File: config.mk
export PLATFORM = sky130hd
export DESIGN_NAME = extension_list_validator
export DESIGN_NICKNAME = d
export VERILOG_FILES = /design/src/rtl/elv_pkg.sv /design/src/rtl/elv_ram.sv /design/src/rtl/elv_ctrl.sv /design/src/rtl/elv_dp.sv /design/src/rtl/extension_list_validator.sv
export SDC_FILE = /design/constraint.sdc
export NUM_CORES = 2
export LEC_CHECK = 0
export ABC_AREA = 0
export BUFFER_PORTS_ARGS = -buffer_cell sky130_fd_sc_hd__clkbuf_2
export CELL_PAD_IN_SITES_DETAIL_PLACEMENT = 1
export CELL_PAD_IN_SITES_GLOBAL_PLACEMENT = 1
export CORE_MARGIN = 4
export CORE_UTILIZATION = 55
export CTS_CLUSTER_DIAMETER = 150
export DETAILED_ROUTE_END_ITERATION = 10
export GPL_ROUTABILITY_DRIVEN = 0
export PLACE_DENSITY = 0.88
export SLEW_MARGIN = 20
export SYNTH_ARGS = -nofsm -noshare
export SYNTH_HDL_FRONTEND = slang
export SYNTH_HIERARCHICAL = 1
export SYNTH_SLANG_ARGS = --single-unit
export TNS_END_PERCENT = 20
File: constraint.sdc
create_clock -name aclk -period 12.88 [get_ports aclk]
set_clock_uncertainty 0.05 [all_clocks]
set_input_delay 1.932 -clock aclk [delete_from_list [all_inputs] [get_ports aclk]]
set_output_delay 1.932 -clock aclk [all_outputs]
set_load 0.005 [all_outputs]
File: src/rtl/elv_pkg.sv
// Package for the extension list validator: status codes, controller states,
// command/status structs between controller and datapath, default table depth.
// No dependencies.
package elv_pkg;

    // default depth of the seen-type table
    localparam int MAX_EXTENSIONS_DEF = 128;

    // final status codes
    typedef enum logic [1:0] {
        STAT_OK       = 2'd0,
        STAT_ENCODING = 2'd1,
        STAT_PROTOCOL = 2'd2
    } status_t;

    // controller states
    typedef enum logic {
        CS_RUN,
        CS_SEARCH
    } ctrl_state_t;

    // controller to datapath
    typedef struct packed {
        logic take;      // an item is accepted this cycle
        logic search;    // step the duplicate search
    } elv_cmd_t;

    // datapath to controller
    typedef struct packed {
        logic out_free;      // result register can take a new item
        logic start_search;  // item in flight needs a table search
        logic search_done;   // last table entry is compared this cycle
    } elv_stat_t;

endpackage

File: src/rtl/elv_ram.sv
// Generic single-port-write, single-port-read RAM with registered read.
// No dependencies.
module elv_ram #(
    parameter int WIDTH = 16,
    parameter int DEPTH = 128,
    localparam int AW = (DEPTH > 1) ? $clog2(DEPTH) : 1
) (
    input  logic             aclk,
    input  logic             wr_en,
    input  logic [AW-1:0]    wr_addr,
    input  logic [WIDTH-1:0] wr_data,
    input  logic             rd_en,
    input  logic [AW-1:0]    rd_addr,
    output logic [WIDTH-1:0] rd_data
);

    logic [WIDTH-1:0] mem_reg [DEPTH];
    logic [WIDTH-1:0] rd_data_reg;

    // write one entry, read one entry into the output register
    always_ff @(posedge aclk) begin
        if (wr_en) begin
            mem_reg[wr_addr] <= wr_data;
        end
        if (rd_en) begin
            rd_data_reg <= mem_reg[rd_addr];
        end
    end

    assign rd_data = rd_data_reg;

endmodule

File: src/rtl/elv_ctrl.sv
// Controller for the extension list validator: accepts items or steps the
// duplicate search. Depends on elv_pkg.
module elv_ctrl (
    input  logic                aclk,
    input  logic                aresetn,
    input  logic                s_valid,
    output logic                s_ready,
    output elv_pkg::elv_cmd_t   cmd,
    input  elv_pkg::elv_stat_t  stat
);
    import elv_pkg::*;

    ctrl_state_t state_reg, state_next;

    // hold the state
    always_ff @(posedge aclk) begin
        if (!aresetn) begin
            state_reg <= CS_RUN;
        end else begin
            state_reg <= state_next;
        end
    end

    // next state and commands
    always_comb begin
        state_next = state_reg;
        s_ready    = 1'b0;
        cmd.take   = 1'b0;
        cmd.search = 1'b0;
        case (state_reg)
            CS_RUN: begin
                s_ready  = stat.out_free;
                cmd.take = s_valid && stat.out_free;
                if (cmd.take && stat.start_search) begin
                    state_next = CS_SEARCH;
                end
            end
            CS_SEARCH: begin
                cmd.search = 1'b1;
                if (stat.search_done) begin
                    state_next = CS_RUN;
                end
            end
            default: begin
                state_next = CS_RUN;
            end
        endcase
    end

endmodule

File: src/rtl/elv_dp.sv
// Datapath for the extension list validator: header parsing, value byte
// count, seen-type table search, status latch and result register.
// Depends on elv_pkg and elv_ram.
module elv_dp #(
    parameter int MAX_EXTENSIONS = elv_pkg::MAX_EXTENSIONS_DEF
) (
    input  logic                aclk,
    input  logic                aresetn,
    input  elv_pkg::elv_cmd_t   cmd,
    output elv_pkg::elv_stat_t  stat,
    input  logic [7:0]          s_in_byte,
    input  logic                s_no_byte,
    input  logic                s_block_end,
    output logic                m_valid,
    input  logic                m_ready,
    output logic                m_ext_valid,
    output logic [15:0]         m_ext_type,
    output logic [15:0]         m_value_length,
    output logic                m_done_res,
    output logic [1:0]          m_status
);
    import elv_pkg::*;

    localparam int CW = $clog2(MAX_EXTENSIONS + 1);
    localparam int AW = (MAX_EXTENSIONS > 1) ? $clog2(MAX_EXTENSIONS) : 1;
    localparam logic [CW-1:0] CNT_MAX = CW'(MAX_EXTENSIONS);

    // block state
    logic [CW-1:0] count_reg, count_next;
    logic          phase_reg, phase_next;
    logic [1:0]    hidx_reg, hidx_next;
    logic [15:0]   type_reg, type_next;
    logic [15:0]   len_reg, len_next;
    logic [15:0]   rem_reg, rem_next;
    logic          fault_reg, fault_next;
    status_t       status_reg, status_next;
    // search state
    logic [CW-1:0] idx_reg, idx_next;
    logic          pend_reg, pend_next;
    // result register
    logic          mv_reg, mv_next;
    logic          oext_reg, oext_next;
    logic [15:0]   otype_reg, otype_next;
    logic [15:0]   olen_reg, olen_next;
    logic          odone_reg, odone_next;
    logic [1:0]    ost_reg, ost_next;

    // table ports
    logic          wr_en;
    logic          rd_en;
    logic [15:0]   rd_data;

    // working values for the item in flight
    logic          acc;
    logic          hdr_active;
    status_t       fin_st;

    elv_ram #(
        .WIDTH (16),
        .DEPTH (MAX_EXTENSIONS)
    ) u_seen (
        .aclk    (aclk),
        .wr_en   (wr_en),
        .wr_addr (count_reg[AW-1:0]),
        .wr_data (type_reg),
        .rd_en   (rd_en),
        .rd_addr (idx_reg[AW-1:0]),
        .rd_data (rd_data)
    );

    // status towards the controller
    assign hdr_active = !s_no_byte && (status_reg == STAT_OK) && !phase_reg;
    always_comb begin
        stat.out_free     = !mv_reg || m_ready;
        stat.start_search = hdr_active && (hidx_reg == 2'd1) && !s_block_end
                            && (count_reg != '0) && (count_reg < CNT_MAX);
        stat.search_done  = (idx_reg == count_reg);
    end

    // parse, search and result logic
    always_comb begin
        count_next  = count_reg;
        phase_next  = phase_reg;
        hidx_next   = hidx_reg;
        type_next   = type_reg;
        len_next    = len_reg;
        rem_next    = rem_reg;
        fault_next  = fault_reg;
        status_next = status_reg;
        idx_next    = idx_reg;
        pend_next   = pend_reg;
        mv_next     = mv_reg;
        oext_next   = oext_reg;
        otype_next  = otype_reg;
        olen_next   = olen_reg;
        odone_next  = odone_reg;
        ost_next    = ost_reg;
        wr_en       = 1'b0;
        rd_en       = 1'b0;
        acc         = 1'b0;
        fin_st      = STAT_OK;

        // drain the result register
        if (m_ready) begin
            mv_next = 1'b0;
        end

        if (cmd.take) begin
            idx_next  = '0;
            pend_next = 1'b0;
            if (!s_no_byte && (status_reg == STAT_OK)) begin
                if (!phase_reg) begin
                    case (hidx_reg)
                        2'd0: begin
                            type_next = {s_in_byte, 8'h00};
                            hidx_next = 2'd1;
                        end
                        2'd1: begin
                            type_next  = {type_reg[15:8], s_in_byte};
                            fault_next = !(count_reg < CNT_MAX);
                            hidx_next  = 2'd2;
                        end
                        2'd2: begin
                            len_next  = {s_in_byte, 8'h00};
                            hidx_next = 2'd3;
                        end
                        default: begin
                            len_next  = {len_reg[15:8], s_in_byte};
                            hidx_next = 2'd0;
                            if (len_next == 16'd0) begin
                                acc = 1'b1;
                            end else begin
                                phase_next = 1'b1;
                                rem_next   = len_next;
                            end
                        end
                    endcase
                end else begin
                    rem_next = rem_reg - 16'd1;
                    if (rem_next == 16'd0) begin
                        phase_next = 1'b0;
                        acc        = 1'b1;
                    end
                end
                // finish the extension: refuse it or record its type
                if (acc) begin
                    if (fault_reg) begin
                        acc         = 1'b0;
                        fault_next  = 1'b0;
                        status_next = STAT_PROTOCOL;
                    end else if (count_reg < CNT_MAX) begin
                        wr_en      = 1'b1;
                        count_next = count_reg + 1'b1;
                    end
                end
            end

            // load the result
            if (acc || s_block_end) begin
                mv_next    = 1'b1;
                oext_next  = acc;
                otype_next = acc ? type_reg : 16'd0;
                olen_next  = acc ? len_next : 16'd0;
                odone_next = s_block_end;
                ost_next   = STAT_OK;
            end

            // close the block: flag a truncated extension, then clear
            if (s_block_end) begin
                fin_st = status_next;
                if ((fin_st == STAT_OK) && (phase_next || (hidx_next != 2'd0))) begin
                    fin_st = STAT_ENCODING;
                end
                ost_next    = fin_st;
                count_next  = '0;
                phase_next  = 1'b0;
                hidx_next   = 2'd0;
                type_next   = 16'd0;
                len_next    = 16'd0;
                rem_next    = 16'd0;
                fault_next  = 1'b0;
                status_next = STAT_OK;
            end
        end

        // step the search: issue one read, compare the previous one
        if (cmd.search) begin
            if (idx_reg < count_reg) begin
                rd_en     = 1'b1;
                idx_next  = idx_reg + 1'b1;
                pend_next = 1'b1;
            end else begin
                pend_next = 1'b0;
            end
            if (pend_reg && (rd_data == type_reg)) begin
                fault_next = 1'b1;
            end
        end
    end

    // control registers
    always_ff @(posedge aclk) begin
        if (!aresetn) begin
            count_reg  <= '0;
            phase_reg  <= 1'b0;
            hidx_reg   <= 2'd0;
            rem_reg    <= 16'd0;
            fault_reg  <= 1'b0;
            status_reg <= STAT_OK;
            idx_reg    <= '0;
            pend_reg   <= 1'b0;
            mv_reg     <= 1'b0;
            type_reg   <= 16'd0;
            len_reg    <= 16'd0;
        end else begin
            count_reg  <= count_next;
            phase_reg  <= phase_next;
            hidx_reg   <= hidx_next;
            rem_reg    <= rem_next;
            fault_reg  <= fault_next;
            status_reg <= status_next;
            idx_reg    <= idx_next;
            pend_reg   <= pend_next;
            mv_reg     <= mv_next;
            type_reg   <= type_next;
            len_reg    <= len_next;
        end
    end

    // result payload
    always_ff @(posedge aclk) begin
        oext_reg  <= oext_next;
        otype_reg <= otype_next;
        olen_reg  <= olen_next;
        odone_reg <= odone_next;
        ost_reg   <= ost_next;
    end

    assign m_valid        = mv_reg;
    assign m_ext_valid    = oext_reg;
    assign m_ext_type     = otype_reg;
    assign m_value_length = olen_reg;
    assign m_done_res     = odone_reg;
    assign m_status       = ost_reg;

endmodule

File: src/rtl/extension_list_validator.sv
// Top level of the extension list validator: controller plus datapath.
// Depends on elv_pkg, elv_ctrl, elv_dp (and elv_ram below it).
//
//  channel | direction | handshake         | payload
//  s_      | in        | s_valid / s_ready | s_in_byte, s_no_byte, s_block_end
//  m_      | out       | m_valid / m_ready | m_ext_valid, m_ext_type,
//          |           |                   | m_value_length, m_done_res, m_status
//
// One item per cycle while the output register can take it, except a second
// type byte that needs a duplicate search (table neither empty nor full, no
// error latched, not the last item of the block): after it, s_ready stays low
// while the seen-type table RAM is read one entry a cycle on its single read port.
// Reset is synchronous and active low; the table needs no clearing pass.
// A result waits in the output register; s_ready drops only while that
// register is full and m_ready is low, or during the table search.
module extension_list_validator #(
    parameter int MAX_EXTENSIONS = elv_pkg::MAX_EXTENSIONS_DEF
) (
    input  logic        aclk,
    input  logic        aresetn,
    input  logic        s_valid,
    output logic        s_ready,
    input  logic [7:0]  s_in_byte,
    input  logic        s_no_byte,
    input  logic        s_block_end,
    output logic        m_valid,
    input  logic        m_ready,
    output logic        m_ext_valid,
    output logic [15:0] m_ext_type,
    output logic [15:0] m_value_length,
    output logic        m_done_res,
    output logic [1:0]  m_status
);
    import elv_pkg::*;

    elv_cmd_t  cmd;
    elv_stat_t stat;

    elv_ctrl u_ctrl (
        .aclk    (aclk),
        .aresetn (aresetn),
        .s_valid (s_valid),
        .s_ready (s_ready),
        .cmd     (cmd),
        .stat    (stat)
    );

    elv_dp #(
        .MAX_EXTENSIONS (MAX_EXTENSIONS)
    ) u_dp (
        .aclk           (aclk),
        .aresetn        (aresetn),
        .cmd            (cmd),
        .stat           (stat),
        .s_in_byte      (s_in_byte),
        .s_no_byte      (s_no_byte),
        .s_block_end    (s_block_end),
        .m_valid        (m_valid),
        .m_ready        (m_ready),
        .m_ext_valid    (m_ext_valid),
        .m_ext_type     (m_ext_type),
        .m_value_length (m_value_length),
        .m_done_res     (m_done_res),
        .m_status       (m_status)
    );

endmodule
* Word level (Yosys, flattened, before mapping)
Memory sizes are Yosys's and may differ from the RTL's. A register that Yosys moved wholly into a read port is not among the register bits. Cells that the tools add are included.
Word-level totals: logic and storage cells 154, output and inout bits 38, bits of input ports 14, memory bits (writable) 2048, memories kept 1, bits in registers 109
Memories:
- u_dp.u_seen.mem_reg | words 128, bits a word 16, read ports 1, clocked after memory_dff 1, wr ports 1, line elv_ram.sv:17 | logic [WIDTH-1:0] mem_reg [DEPTH];
Operators by class: multiplexer cells 80, order comparisons 2, reduce and logical (&&, ||, !) cells 40, add/sub/neg operators 3, bitwise operators 1, equal/unequal tests 9
Operators with widths (count):
- 16-bit 2-to-1 mux | 11
- 8-bit 2-to-1 mux | 8
- 16-bit case mux with 2 select lines | 2
- 1-bit 2-to-1 mux | 45
- 16-bit zero test | 2
- 2-bit 2-to-1 mux | 12
- 8-bit by 1-bit adder with 8-bit output (second input constant) | 2
- 16-bit == test | 1
- 16-bit by 1-bit subtractor with 16-bit output (second input constant) | 1
- 2-bit nonzero test | 7
- 1-bit logical AND | 10
- 5-bit AND reduction | 2
- 8-bit == test | 1
- 8-bit less-than comparator | 1
- 8-bit less-than comparator (second input constant) | 1
- 4-bit AND reduction | 2
- 8-bit nonzero test | 1
- 2-bit zero test | 3
- 2-bit != test (second input constant) | 3
- 2-bit case mux with 3 select lines | 1
- 1-bit zero test | 5
- 2-bit AND reduction | 2
- 1-bit logical OR | 3
- 3-bit by 1-bit != test with 1-bit output (second input constant) | 1
- other kinds (8) | 8

* Depth between registers and ports, before layout
word-level depth 13, mapped depth 17, depth with buffers taken out 12

* Hierarchy
Netlist, hierarchy kept.
By module, submodules not included:
- elv_ram | instances 1, seq. area each 61979.4 um^2, cells each 3086, area each 78683.0 um^2
- elv_dp | instances 1, seq. area each 2522.4 um^2, cells each 643, area each 5671.7 um^2
- elv_ctrl | instances 1, seq. area each 20.0 um^2, cells each 7, area each 65.1 um^2

* Worst setup path before layout
No wires, ideal clock.
path kind input -> register, start point input s_no_byte, end point memory u_dp.u_seen.mem_reg[98][0], enable pin, path buffers 2, cell stages on the path 11, data arrival time 5.135 ns, path slack 7.286 ns, library setup time 0.409 ns, required time 12.421 ns, cells stage by stage nor3_1 > nand4b_1 > nor4b_1 > nand3_1 > o21ai_4 > nand2_4 > buf_6 > nor2_1 > clkbuf_1 > nand4_1 > nor3_1
Between the ends: word-level cells in the longest chain between the ends 6
RTL lines:
- start: declaration | line extension_list_validator.sv:24 | input logic s_no_byte,
- 1-bit zero test | line elv_dp.sv:111 | if (!s_no_byte && (status_reg == STAT_OK)) begin
- 1-bit logical AND | line elv_dp.sv:111
- 1-bit 2-to-1 mux | line elv_dp.sv:111
- 1-bit 2-to-1 mux | line elv_dp.sv:108 | if (cmd.take) begin
- via u_dp.wr_en | line elv_dp.sv:49 | logic wr_en;
- 1-bit 2-to-1 mux | line elv_ram.sv:22 | if (wr_en) begin
- 1-bit 2-to-1 mux (implied by the code) | line elv_ram.sv:23 | mem_reg[wr_addr] <= wr_data;
- end: declaration | line elv_ram.sv:17
The timed path passes the listed nets, and every way through them passes these cells.

* Final worst setup path
start point register u_dp.rem_reg[0], end point memory u_dp.u_seen.mem_reg[60][3], enable pin
Between the ends: word-level cells in the longest chain between the ends 11
RTL lines:
- start: declaration | line elv_dp.sv:34 | logic [15:0] rem_reg, rem_next;
- start signal: assignment | line elv_dp.sv:219 | rem_reg <= rem_next;
- 16-bit by 1-bit subtractor with 16-bit output | line elv_dp.sv:139 | rem_next = rem_reg - 16'd1;
- 16-bit zero test | line elv_dp.sv:140 | if (rem_next == 16'd0) begin
- 1-bit 2-to-1 mux | line elv_dp.sv:140
- 1-bit 2-to-1 mux | line elv_dp.sv:112 | if (!phase_reg) begin
- 1-bit 2-to-1 mux | line elv_dp.sv:111
- 1-bit 2-to-1 mux | line elv_dp.sv:108
- 1-bit 2-to-1 mux | line elv_dp.sv:146 | if (acc) begin
- 1-bit 2-to-1 mux | line elv_dp.sv:111
- 1-bit 2-to-1 mux | line elv_dp.sv:108
- via u_dp.wr_en | line elv_dp.sv:49
- 1-bit 2-to-1 mux | line elv_ram.sv:22
- 1-bit 2-to-1 mux (implied by the code) | line elv_ram.sv:23
The timed path passes the listed nets, and every way through them passes these cells. The select of a mux whose other input is x is not followed.

==> summary.md <==
| Metric | Value |
|---|---|
| Hold slack | 0.465 ns |
| DR vias | 46,000 |
| GRT Util Overall | 34.0% |
| Synth warn | 6 |
| Worst hold path type | register to register |
| Initial core utilization | 55.4% |
| Final Critical Period | 6.74 ns |
| Final Max Slew Viols | 0 |
| Setup Fix Bufs, Post-CTS | 0 |
| Clock root buffer | clkbuf_16 |
| Crit share post-route | 52.4% |
| Synth area leaders | edfxtp_1, mux4_2, dfxtp_1 |
| Synth Instances | 3,736 |
| Fraction of layout cells with a size suffix above 1 | 31.4% |
| Clock-pin slew on the worst setup and hold paths | 0.07 ns |
| Pin count of the biggest net entering global routing | 155 |
| Met3 wire length | between 30 and 40 mm |
| Total core area | 0.152 mm^2 |
| Net Sw Power | 2.93 mW |
| Drt pass-1 iters | 8 |
| VDD IR-drop max | 0.000134 V |
| First-pass GRT wire length | 375 mm |
| RSZ-0062 raised after global routing | no |
| EDFF count, synth | 2,100 |
| CTS tree | built |
| Pwr Total | 13.9 mW |
| Pwr Density | approximately 150 mW/mm^2 |
| Die span in y | 400 um |
| Total routed wirelength | between 200 and 300 mm |
| IO Count | 52 |
| Status | completed |
| Synth cell types | 72 |
| Syn Nets | 3,767 |
| Synth Register Bits | 2,173 |
| Cell taking the most area after synthesis | edfxtp_1 |
| Initial antenna violation count | 25 |
| Max Used Layer | met5 |
| Sinks on Clock Net | about 2,200 |
| Layout Utilization | 62.0% |
| Area Growth Syn to Fin | 11.9% |
| Setup violators final | 0 |
| Met2 wire len | around 130 mm |
| CTS Buffer Depth | 3 |
| Post-synthesis instance area | 0.0844 mm^2 |
| Least-Margin Pin Slew | 1.21 ns |
| Average cell area after synthesis | 22.6 um^2 |
| FP Rows | 143 |
| Overflow after GRT | 0 |
| Initial drt markers | 9,127 |
| Top-area cell type share of the netlist area | 74.7% |
| FILL cells | 12,200 |
| Power Internal | 10.9 mW |
| Register area share after synthesis | 76.4% |
| Die area | 0.160 mm^2 |
| CP required | 13.41 ns |
| Drc violations | 0 |
| Vias in the first global route | 45,500 |
| Setup_tns | 0 ns |
| Vias per cell | between 7 and 8 |
| Total CTS buffers | 197 |
| Avg WL per Cell | 43.0 um |
| Fmax | 148 MHz |
| IO buf count | ~50 |
| CP Max Fanout | 19 |
| Flop pwr share | a little under three fifths |
| Hold_buf cts | 0 |
| Post-CTS Resized | 0 |
| Clk_lat worst skew | 0.87 ns |
| Relative max-transition margin | 19.2% |
| Die width | 400 um |
| ANT nets after route | 0 |
| Critical path arrival | 7.27 ns |
| Switching Share | 21.1% |
| Combinational Power Share | 0.8% |
| M1 WL | a little under 90 mm |
| Number of max-cap violations | 0 |
| Clock power frac | a little over two fifths |
| Most used DFF post-synth | edfxtp_1 |
| Detailed-placement wirelength estimate | 138 mm |
| Type of the worst setup path | register to register |
| Fin. Hold Viols | 0 |
| Crit path launch type | register |
| Final #Nets | 3,998 |
| Max reg flops | 2,048 |
| CTS H-tree depth | 4 |
| CP endpoint kind | register |
| Static Leakage | 24.2 nW |
| Synth async-reset ratio | 0% |
[synthesized netlist by cell type (5+ instances only)]
master,number
nand4_1,18
a31oi_1,5
mux2_2,19
xnor2_1,14
buf_1,30
mux2i_1,8
buf_2,54
nor2b_1,8
mux4_2,672
nand3_1,43
o21a_1,5
nor3_1,24
xor2_1,9
o21ai_0,18
inv_1,28
and2_1,6
and3_2,15
dfxtp_1,73
and3_1,5
a21oi_1,41
edfxtp_1,2100
nand2b_1,9
ha_1,17
nand2_1,66
a22oi_1,37
nor2_1,200
nor4_1,15
clkbuf_1,116
[layout by cell type (no fill, tap or decap), types with 13 or more instances in the layout]
cell	synthesis	final
buf_4	3	177
nor4_1	15	14
clkbuf_1	116	28
clkinv_2	0	52
xnor2_1	14	14
a22oi_1	37	37
nor3_1	24	15
clkbuf_16	0	199
ha_1	17	17
nand4_1	18	18
and3_2	15	15
dfxtp_1	73	50
clkinv_1	0	42
clkbuf_2	1	51
mux4_2	672	672
mux2_2	19	19
a21oi_1	41	40
inv_1	28	28
dfxtp_4	0	20
bufinv_16	0	19
nor2_1	200	198
nand3_1	43	43
nand2_1	66	66
diode_2	0	13
o21ai_0	18	17
edfxtp_1	2100	2100
[routing by layer]
| layer | vias to the layer above | GRT usage, % |
|---|---|---|
| li1 | 16300 | - |
| met1 | 23600 | 45.7 |
| met2 | 5114 | 52.1 |
| met4 | 24 | 16.4 |
| met3 | 986 | 9.49 |
| met5 | - | 0.369 |
[power by group through the flow]
stage | Combinational [mW] | Clock [mW] | Sequential [mW]
4_1_cts | 0.103 | 6.09 | 7.69
3_3_place_gp | 0.0888 | 0 | 7.85
2_1_floorplan | 0.0352 | 0 | 7.86
5_1_grt | 0.111 | 6.39 | 7.69
6_report | 0.108 | 6.06 | 7.69
3_5_place_dp | 0.0959 | 0 | 7.85
[final cells by class]
cell class	count	area (um^2)	share of cell area [%]
Tap cell	2030	2540	2.69
Timing Repair Buffer	241	1800	1.90
Clock inverter	142	1330	1.41
Clock buffer	228	5100	5.40
Antenna cell	13	32.5	0.0344
Inverter	28	105	0.111
Multi-Input combinational cell	1326	19000	20.1
Sequential cell	2173	64600	68.4
[path summary, 6_finish.rpt]
kind / cells after the start / startpoint / slack, ns / end
worst max-delay path: 15 / u_dp/rem_reg[0] / 6.14 / u_dp/u_seen/mem_reg[60][3]
worst min-delay path: 2 / u_dp/len_reg[7] / 0.47 / u_dp/len_reg[7]
worst max register to register: 15 / u_dp/rem_reg[0] / 6.14 / u_dp/u_seen/mem_reg[60][3]
worst min register to register: 2 / u_dp/len_reg[7] / 0.47 / u_dp/len_reg[7]
[critical path, cell delays in order, from the launching register on]
cell and delay, ns:
dfxtp_1 0.43, inv_1 0.15, ha_1 0.40, nor3b_1 0.71
nand4_1 0.21, xor2_1 0.45, o211ai_1 0.26, o21ai_4 0.50
nand2_4 0.24, nor2_1 0.31, buf_4 0.28, nor2b_1 0.37
nand2_1 0.48, buf_4 0.43, nor2_1 0.82, buf_4 0.33
[through the flow]
| step | setup WS (ns) | area [um^2] | instances |
|---|---|---|---|
| after floorplan | 7.29 | 84400 | 3736 |
| after global routing | 6.10 | 94400 | 6169 |
| after CTS | 6.52 | 94400 | 6166 |
| after detailed placement | 6.02 | 87900 | 5796 |
| after global placement | 6.32 | 87900 | 5796 |
| final | 6.14 | 94500 | 6181 |
[kinds of logic after synthesis]
kind of cell    count (synthesis)  share of synthesized area (%)
xor+xnor                       23                          0.239
mux                           699                           18.3
simple gates                  440                           2.45
compound gates                147                           1.16
fa+ha+maj                      17                          0.252
buf+inv                       237                           1.19
flops                        2173                           76.4
Power figures use the tool's default switching activity.
